--- src/design/bcu_pkg.sv ---
// bcu_pkg: shared widths, defaults and controller/datapath interface types
// for the binomial coefficient unit. No dependencies.
package bcu_pkg;

    localparam int N_W       = 6;
    localparam int COEF_W    = 59;
    localparam int ACC_W     = 64;
    localparam int MAX_N_DEF = 62;

    // commands from controller to datapath
    typedef struct packed {
        logic load;      // capture n and k, start a new word
        logic mul;       // multiply running value by (n - i)
        logic div_step;  // one restoring divide step by (i + 1)
        logic publish;   // copy result into output register
    } t_dp_cmd;

    // status from datapath to controller
    typedef struct packed {
        logic more_rounds;  // i below the chosen round count
        logic div_last;     // current divide step is the final one
    } t_dp_sts;

endpackage

--- src/design/bcu_dpath.sv ---
// bcu_dpath: operand registers, 64-bit running value with a 64x6 multiply
// and a bit-serial exact divider, plus the output word register. Uses bcu_pkg.
module bcu_dpath import bcu_pkg::*; #(
    parameter int MAX_N = MAX_N_DEF
) (
    input  logic              i_clk,
    input  logic [N_W-1:0]    i_n,
    input  logic [N_W-1:0]    i_k,
    input  t_dp_cmd           i_cmd,
    output t_dp_sts           o_sts,
    output logic [COEF_W-1:0] o_coefficient,
    output logic              o_k_too_large
);

    localparam logic [N_W-1:0] MAX_N_V = N_W'(MAX_N);

    logic [N_W-1:0]      r_n, r_rounds, r_i, r_rem, r_cnt;
    logic                r_too_large;
    logic [ACC_W-1:0]    r_acc;
    logic [COEF_W-1:0]   r_coef;
    logic                r_flag;

    logic [N_W-1:0]      n_sat, n_diff, mult, divisor;
    logic                too_large;
    logic [ACC_W+N_W-1:0] prod;
    logic [N_W:0]        shifted, trial;
    logic                q_bit;

    // saturate n, flag k above n and form n-k for picking the smaller of k and n-k
    always_comb begin
        n_sat     = (i_n > MAX_N_V) ? MAX_N_V : i_n;
        too_large = (i_k > n_sat);
        n_diff    = n_sat - i_k;
    end

    // multiplier and one restoring divide step
    always_comb begin
        mult    = r_n - r_i;
        divisor = r_i + N_W'(1);
        prod    = r_acc * mult;
        shifted = {r_rem, r_acc[ACC_W-1]};
        trial   = shifted - {1'b0, divisor};
        q_bit   = (shifted >= {1'b0, divisor});
    end

    assign o_sts.more_rounds = (r_i < r_rounds);
    assign o_sts.div_last    = (r_cnt == '0);

    // working registers
    always_ff @(posedge i_clk) begin
        if (i_cmd.load) begin
            r_n         <= n_sat;
            r_too_large <= too_large;
            r_rounds    <= too_large ? '0 : ((i_k > n_diff) ? n_diff : i_k);
            r_i         <= '0;
            r_acc       <= ACC_W'(1);
        end else if (i_cmd.mul) begin
            r_acc <= prod[ACC_W-1:0];
            r_rem <= '0;
            r_cnt <= N_W'(ACC_W - 1);
        end else if (i_cmd.div_step) begin
            r_acc <= {r_acc[ACC_W-2:0], q_bit};
            r_rem <= q_bit ? trial[N_W-1:0] : shifted[N_W-1:0];
            r_cnt <= r_cnt - N_W'(1);
            if (r_cnt == '0) begin
                r_i <= r_i + N_W'(1);
            end
        end
    end

    // output word register
    always_ff @(posedge i_clk) begin
        if (i_cmd.publish) begin
            r_coef <= r_too_large ? '0 : r_acc[COEF_W-1:0];
            r_flag <= r_too_large;
        end
    end

    assign o_coefficient = r_coef;
    assign o_k_too_large = r_flag;

endmodule

--- src/design/bcu_ctrl.sv ---
// bcu_ctrl: sequencer for load, multiply and divide rounds, and the output
// valid flag. Uses bcu_pkg command and status types.
module bcu_ctrl import bcu_pkg::*; (
    input  logic    i_clk,
    input  logic    i_rst_n,
    input  logic    i_valid,
    output logic    o_stall,
    output logic    o_valid,
    input  logic    i_stall,
    input  t_dp_sts i_sts,
    output t_dp_cmd o_cmd
);

    localparam logic [1:0] S_IDLE = 2'd0;
    localparam logic [1:0] S_MUL  = 2'd1;
    localparam logic [1:0] S_DIV  = 2'd2;
    localparam logic [1:0] S_DONE = 2'd3;

    logic [1:0] r_state, n_state;
    logic       r_out_valid, n_out_valid;

    // next state and commands
    always_comb begin
        n_state = r_state;
        o_cmd   = '0;
        case (r_state)
            S_IDLE: begin
                if (i_valid) begin
                    o_cmd.load = 1'b1;
                    n_state    = S_MUL;
                end
            end
            S_MUL: begin
                if (i_sts.more_rounds) begin
                    o_cmd.mul = 1'b1;
                    n_state   = S_DIV;
                end else begin
                    n_state = S_DONE;
                end
            end
            S_DIV: begin
                o_cmd.div_step = 1'b1;
                if (i_sts.div_last) begin
                    n_state = S_MUL;
                end
            end
            S_DONE: begin
                if (!r_out_valid || !i_stall) begin
                    o_cmd.publish = 1'b1;
                    n_state       = S_IDLE;
                end
            end
            default: begin
                n_state = S_IDLE;
            end
        endcase
    end

    // output valid: set on publish, cleared when taken
    always_comb begin
        n_out_valid = r_out_valid;
        if (r_out_valid && !i_stall) begin
            n_out_valid = 1'b0;
        end
        if (o_cmd.publish) begin
            n_out_valid = 1'b1;
        end
    end

    always_ff @(posedge i_clk) begin
        if (!i_rst_n) begin
            r_state     <= S_IDLE;
            r_out_valid <= 1'b0;
        end else begin
            r_state     <= n_state;
            r_out_valid <= n_out_valid;
        end
    end

    assign o_stall = (r_state != S_IDLE);
    assign o_valid = r_out_valid;

    // a publish never overwrites a word still waiting
    a_no_overwrite: assert property (@(posedge i_clk) disable iff (!i_rst_n)
        o_cmd.publish |-> (!r_out_valid || !i_stall))
        else $error("result published over a waiting word");

    // a publish leaves a valid word
    a_publish_valid: assert property (@(posedge i_clk) disable iff (!i_rst_n)
        o_cmd.publish |=> r_out_valid)
        else $error("published word not valid");

    // final divide step returns to the multiply check
    a_div_return: assert property (@(posedge i_clk) disable iff (!i_rst_n)
        (r_state == S_DIV && i_sts.div_last) |=> (r_state == S_MUL))
        else $error("divide did not end in multiply state");

    // a loaded word enters the round loop
    a_load_next: assert property (@(posedge i_clk) disable iff (!i_rst_n)
        o_cmd.load |=> (r_state == S_MUL && !o_cmd.publish))
        else $error("load did not start rounds");

endmodule

--- src/design/binomial_coefficient_unit.sv ---
// binomial_coefficient_unit: top level joining bcu_ctrl and bcu_dpath.
// Depends on bcu_pkg, bcu_ctrl, bcu_dpath.
//
//   channel | valid   | stall   | fields
//   --------+---------+---------+-------------------------------------
//   input   | i_valid | o_stall | i_n[5:0], i_k[5:0]
//   output  | o_valid | i_stall | o_coefficient[58:0], o_k_too_large
//
// the result is valid after m = min(k, n-k) rounds (0 when k exceeds n), each
// a multiply and then the bit-serial divider's 64 steps; the next word can be
// taken once the result is published; the bit-serial divider sets the pace
// one word is in work at a time; o_stall is high from acceptance until the
// result moves to the output register
// the finished result waits in the output register while i_stall is high,
// and the next word may be accepted meanwhile
// i_rst_n is synchronous and clears the sequencer and output valid only
module binomial_coefficient_unit import bcu_pkg::*; #(
    parameter int MAX_N = MAX_N_DEF
) (
    input  logic              i_clk,
    input  logic              i_rst_n,
    input  logic              i_valid,
    output logic              o_stall,
    input  logic [N_W-1:0]    i_n,
    input  logic [N_W-1:0]    i_k,
    output logic              o_valid,
    input  logic              i_stall,
    output logic [COEF_W-1:0] o_coefficient,
    output logic              o_k_too_large
);

    t_dp_cmd cmd;
    t_dp_sts sts;

    // sequencer
    bcu_ctrl u_ctrl (
        .i_clk   (i_clk),
        .i_rst_n (i_rst_n),
        .i_valid (i_valid),
        .o_stall (o_stall),
        .o_valid (o_valid),
        .i_stall (i_stall),
        .i_sts   (sts),
        .o_cmd   (cmd)
    );

    // arithmetic
    bcu_dpath #(
        .MAX_N (MAX_N)
    ) u_dpath (
        .i_clk         (i_clk),
        .i_n           (i_n),
        .i_k           (i_k),
        .i_cmd         (cmd),
        .o_sts         (sts),
        .o_coefficient (o_coefficient),
        .o_k_too_large (o_k_too_large)
    );

endmodule

--- config.mk ---
export PLATFORM = sky130hd
export DESIGN_NAME = binomial_coefficient_unit
export DESIGN_NICKNAME = d
export VERILOG_FILES = /design/src/design/bcu_pkg.sv /design/src/design/bcu_dpath.sv /design/src/design/bcu_ctrl.sv /design/src/design/binomial_coefficient_unit.sv
export SDC_FILE = /design/constraint.sdc
export NUM_CORES = 1
export LEC_CHECK = 0
export BUFFER_PORTS_ARGS = -buffer_cell sky130_fd_sc_hd__buf_2
export CELL_PAD_IN_SITES_DETAIL_PLACEMENT = 1
export CELL_PAD_IN_SITES_GLOBAL_PLACEMENT = 1
export CORE_MARGIN = 5
export CORE_UTILIZATION = 55
export CTS_BUF_LIST = sky130_fd_sc_hd__clkbuf_2 sky130_fd_sc_hd__clkbuf_4 sky130_fd_sc_hd__clkbuf_8
export CTS_CLUSTER_SIZE = 12
export DETAILED_ROUTE_END_ITERATION = 16
export PLACE_DENSITY_LB_ADDON = 0.05
export SLEW_MARGIN = 20
export SYNTH_ARGS = -nofsm -noshare
export SYNTH_HDL_FRONTEND = slang
export SYNTH_HIERARCHICAL = 1
export SYNTH_SLANG_ARGS = --single-unit
--- constraint.sdc ---
create_clock -name i_clk -period 13.4 [get_ports i_clk]
set_clock_uncertainty 0.2 [all_clocks]
set_input_delay 0.67 -clock i_clk [delete_from_list [all_inputs] [get_ports i_clk]]
set_output_delay 0.67 -clock i_clk [all_outputs]
set_load 0.01 [all_outputs]
==> reports/results.txt <==
The final worst hold slack is 0.190 ns. The run finished with clean final reports. The logs give 8.01 ns for the endpoint arrival time on the critical path and 0.291 for the global routing usage summed across all routing layers. Setup violations remaining at the end of the flow were counted as 0. For the hold violation count in the final report, the log shows 0.

The die covers 38700 um^2. TritonCTS created 17 clock buffers. The post-synthesis share of cell area spent on and, or, nand and nor gates came out at 0.208.

The y dimension of the die works out to 197 um. The detailed router finished its first iteration with 866 violations. For the worst setup path, the data required time is 13.58 ns. The via density per instance is 5.89, and the normalized max-slew margin is 0.344.

For the final-report max-slew violation count, the log shows 0. TritonCTS built the clock tree. The run gives 40300 um as the half-perimeter wire length of the detailed placement result. For the max-cap violation count, the log shows 0.

After detailed routing, the met2 layer carries 27700 um of wire. The top-area cell type share of the netlist area was 0.251; the DRC violation count after routing was 0. The dominant register cell in the synthesized netlist is sky130_fd_sc_hd__edfxtp_1. Setup total negative slack on the finished layout was measured at 0 ns. Synthesis handed over a netlist of 2155 instances. STA classifies the critical path startpoint as a flip-flop. sky130_fd_sc_hd__inv_1 is the most common cell in the netlist. Detailed routing inserted a total of 15400 vias. The share of cell area taken by muxes after synthesis works out to 0.0217. The core region is 34500 um^2.

Entering global routing, the biggest net connects 65 pins. After clock tree synthesis, the clock-pin slew on the worst setup and hold paths is 0.10 ns. Cell chosen for the clock root: sky130_fd_sc_hd__clkbuf_8. The post-synthesis share of cell area spent on xor and xnor gates was 0.0323; the post-route fraction of the period consumed by the critical path was 0.584.

After clock tree synthesis, the setup repair step added 0 buffers. Routed signal wires occupy layers up through met4. Setup repair after global routing left no endpoint under its margin. Clock tree synthesis found a total of 158 sinks.

The later pin in the worst-skew pair is clocked with a latency of 0.51 ns. The pre-antenna-repair detailed-routing pass consisted of 6 iterations. Share of final-layout standard cells stronger than drive strength 1: 0.0724. In this run the remaining antenna-violating nets after routing total 0. The logs give 4 for the CTS H-tree depth and 79 for the number of different library cells in the post-synthesis netlist.

The final critical path time including I/O delays and setup is 7.83 ns, and the die extent in x is 197 um. In this run the deepest clock path goes through 2 buffers. The core occupancy in the finished layout was 0.586; the adder and majority cell fraction of the synthesized area was 0.314. The run gives 17400 as the number of global-route vias before repair. The number of nets handed over by synthesis was 2508. In the final layout, flip-flops and latches occupy 4010 um^2. The synthesized design contains 85 enable-type register cells. The share of the synthesized area in compound gates (AO/OA/AOI/OAI) works out to 0.131. The worst setup path is captured at a flip-flop. The routed wire length per instance works out to 21.1 um.

After synthesis, the cell types taking the most area are sky130_fd_sc_hd__fa_1, sky130_fd_sc_hd__edfxtp_1, sky130_fd_sc_hd__dfxtp_1. At the pin with the least slew margin, the transition time is 0.985 ns. In the synthesized netlist, the cells that appear most often are sky130_fd_sc_hd__inv_1, sky130_fd_sc_hd__fa_1, sky130_fd_sc_hd__nand2_1, sky130_fd_sc_hd__and2_1, sky130_fd_sc_hd__nor2_1. Of all nets on the critical path, the largest fanout is 33. The setup path with the least slack is of type flip-flop to flip-flop. The mapped netlist covers 19200 um^2. For the slack of the worst reg-to-reg path, the log shows 5.57 ns. The count of cells in the finished layout, fillers not included, comes to 2611.

The first global-routing pass estimated 90800 um of wire. The number of antenna violations at the first check in global routing is 0, and the mean instance size in the synthesized netlist is 8.89 um^2. The wire length on met1 was 24400 um; the area of combinational cells with multiple inputs was 13600 um^2. During placement, the flow inserted port buffers numbering 77.

The tools report the number of warning messages in the yosys log as 6. Summed over all nets, wire length on met3 after detailed routing comes to 2100 um. The post-synthesis sequential element count works out to 158.

The count of standard-cell rows is 68. sky130_fd_sc_hd__fa_1 takes more of the synthesized area than any other cell. For the quantity of hold-fixing buffers added after cts, the log shows 0. In this run the count of I/O pins placed on the die edge is 78. The initial core utilization came out at 0.556. At the end of routability-driven placement, the weighted congestion stood at 0.857. The final layout contains routed wiring with a total length of 55100 um.

The class of the tightest hold or removal check is primary input to flip-flop. The area growth from synthesis to layout is 5.36%. The share of flip-flops with an asynchronous set or reset is 0. Final-stage net count: 2496.

The number of placed instances with taps included came out at 2579. After global routing the overflow that remains totals 0. 0 antenna diodes ended up in the layout. In this run, post-CTS repair resized a total of 0 instances. For this run, the top clock speed supported by timing is 128 MHz. Fraction of the yosys area taken by sequential cells: 0.210. The dominant combinational cell family by area after synthesis is adder cells. The filler cells instantiated in the layout total 4088.
-- through the flow --
step,area (um^2),worst slack (ns)
floorplan,19200,7.43
global route,20200,5.11
global placement,19800,5.93
detailed placement,19800,5.78
finish,20200,5.57
CTS,20200,5.62
-- worst max-delay path, stage by stage, from the launching register on --
cell and delay [ns]:
sky130_fd_sc_hd__dfxtp_1 0.41, sky130_fd_sc_hd__inv_1 0.10, sky130_fd_sc_hd__ha_1 0.28, sky130_fd_sc_hd__nor2b_1 0.13
sky130_fd_sc_hd__o21ai_0 0.19, sky130_fd_sc_hd__a21boi_0 0.20, sky130_fd_sc_hd__o21ai_0 0.31, sky130_fd_sc_hd__nand3_2 0.52
sky130_fd_sc_hd__buf_4 0.48, sky130_fd_sc_hd__and3_1 0.26, sky130_fd_sc_hd__fa_1 0.49, sky130_fd_sc_hd__inv_1 0.05
sky130_fd_sc_hd__fa_1 0.47, sky130_fd_sc_hd__fa_1 0.52, sky130_fd_sc_hd__inv_1 0.06, sky130_fd_sc_hd__ha_1 0.37
sky130_fd_sc_hd__a21oi_1 0.28, sky130_fd_sc_hd__o21ai_1 0.19, sky130_fd_sc_hd__a211oi_1 0.35, sky130_fd_sc_hd__o21ai_1 0.19
sky130_fd_sc_hd__o21ai_1 0.36, sky130_fd_sc_hd__a211oi_2 0.14, sky130_fd_sc_hd__nor3_1 0.59, sky130_fd_sc_hd__a211oi_1 0.18
sky130_fd_sc_hd__a2111oi_0 0.36
-- metal layers --
metal	GRT usage	up-vias
met5	0	-
met4	0.0865	0
met3	0.0385	76
met2	0.505	319
met1	0.385	7962
li1	-	7018
-- path summary, 6_finish.rpt --
| check | startpoint | cells after the start | endpoint |
|---|---|---|---|
| max | u_dpath/r_i[1] | 24 | u_dpath/r_acc[62] |
| min | i_n[2] | 1 | u_dpath/r_n[2] |
| max reg2reg | u_dpath/r_i[1] | 24 | u_dpath/r_acc[62] |
| min reg2reg | u_ctrl/o_valid | 2 | u_ctrl/o_valid |
-- placed cells by master (no fill, tap or decap), types with 4 or more instances in the layout --
cell	n
sky130_fd_sc_hd__a211oi_1	86
sky130_fd_sc_hd__buf_2	77
sky130_fd_sc_hd__or3_1	4
sky130_fd_sc_hd__nand2_1	208
sky130_fd_sc_hd__buf_4	15
sky130_fd_sc_hd__o21bai_1	22
sky130_fd_sc_hd__clkinvlp_4	6
sky130_fd_sc_hd__and3_1	64
sky130_fd_sc_hd__edfxtp_1	85
sky130_fd_sc_hd__fa_1	239
sky130_fd_sc_hd__a21o_1	32
sky130_fd_sc_hd__ha_1	97
sky130_fd_sc_hd__nor2b_1	107
sky130_fd_sc_hd__dfxtp_1	73
sky130_fd_sc_hd__o21ai_0	32
sky130_fd_sc_hd__nand4_1	31
sky130_fd_sc_hd__nand3_1	14
sky130_fd_sc_hd__clkbuf_8	19
sky130_fd_sc_hd__mux2i_1	40
sky130_fd_sc_hd__nor3_1	13
sky130_fd_sc_hd__o21a_1	12
sky130_fd_sc_hd__a21oi_1	102
sky130_fd_sc_hd__xnor2_1	49
sky130_fd_sc_hd__o21ai_1	18
sky130_fd_sc_hd__a21boi_0	4
sky130_fd_sc_hd__nor2_1	106
sky130_fd_sc_hd__inv_1	294
sky130_fd_sc_hd__nand2b_1	64
sky130_fd_sc_hd__a31oi_1	7
sky130_fd_sc_hd__o31ai_1	4
sky130_fd_sc_hd__or2_2	4
sky130_fd_sc_hd__and2_1	123
sky130_fd_sc_hd__xor2_1	17
sky130_fd_sc_hd__a2111oi_0	5
-- state kept, by name, summed over array words and instances (netlist names) --
name and flops:
u_ctrl/o_valid 1, u_ctrl/r_state 2, u_dpath/o_coefficient 59, u_dpath/o_k_too_large 1, u_dpath/r_acc 64, u_dpath/r_cnt 6, u_dpath/r_i 6, u_dpath/r_n 6
u_dpath/r_rem 6, u_dpath/r_rounds 6, u_dpath/r_too_large 1
-- layout make-up --
type | count | area share
clock buffer | 21 | 0.0137
clock inverter | 11 | 0.00415
inverter | 296 | 0.0551
multi-input combinational | 1578 | 0.675
sequential | 158 | 0.199
tap | 455 | 0.0282
timing repair buffer | 92 | 0.0247
-- cell families (layout without fill, tap and decap cells) --
group,count (synthesis),in the layout
xor+xnor,69,69
buf+inv,419,420
flops,158,158
fa+ha+maj,337,337
mux,41,41
compound gates,368,368
simple gates,763,763
Power is left out: the tool's default activity adds up to more than one toggle a clock period on the data nets, which glitch-free logic cannot reach.
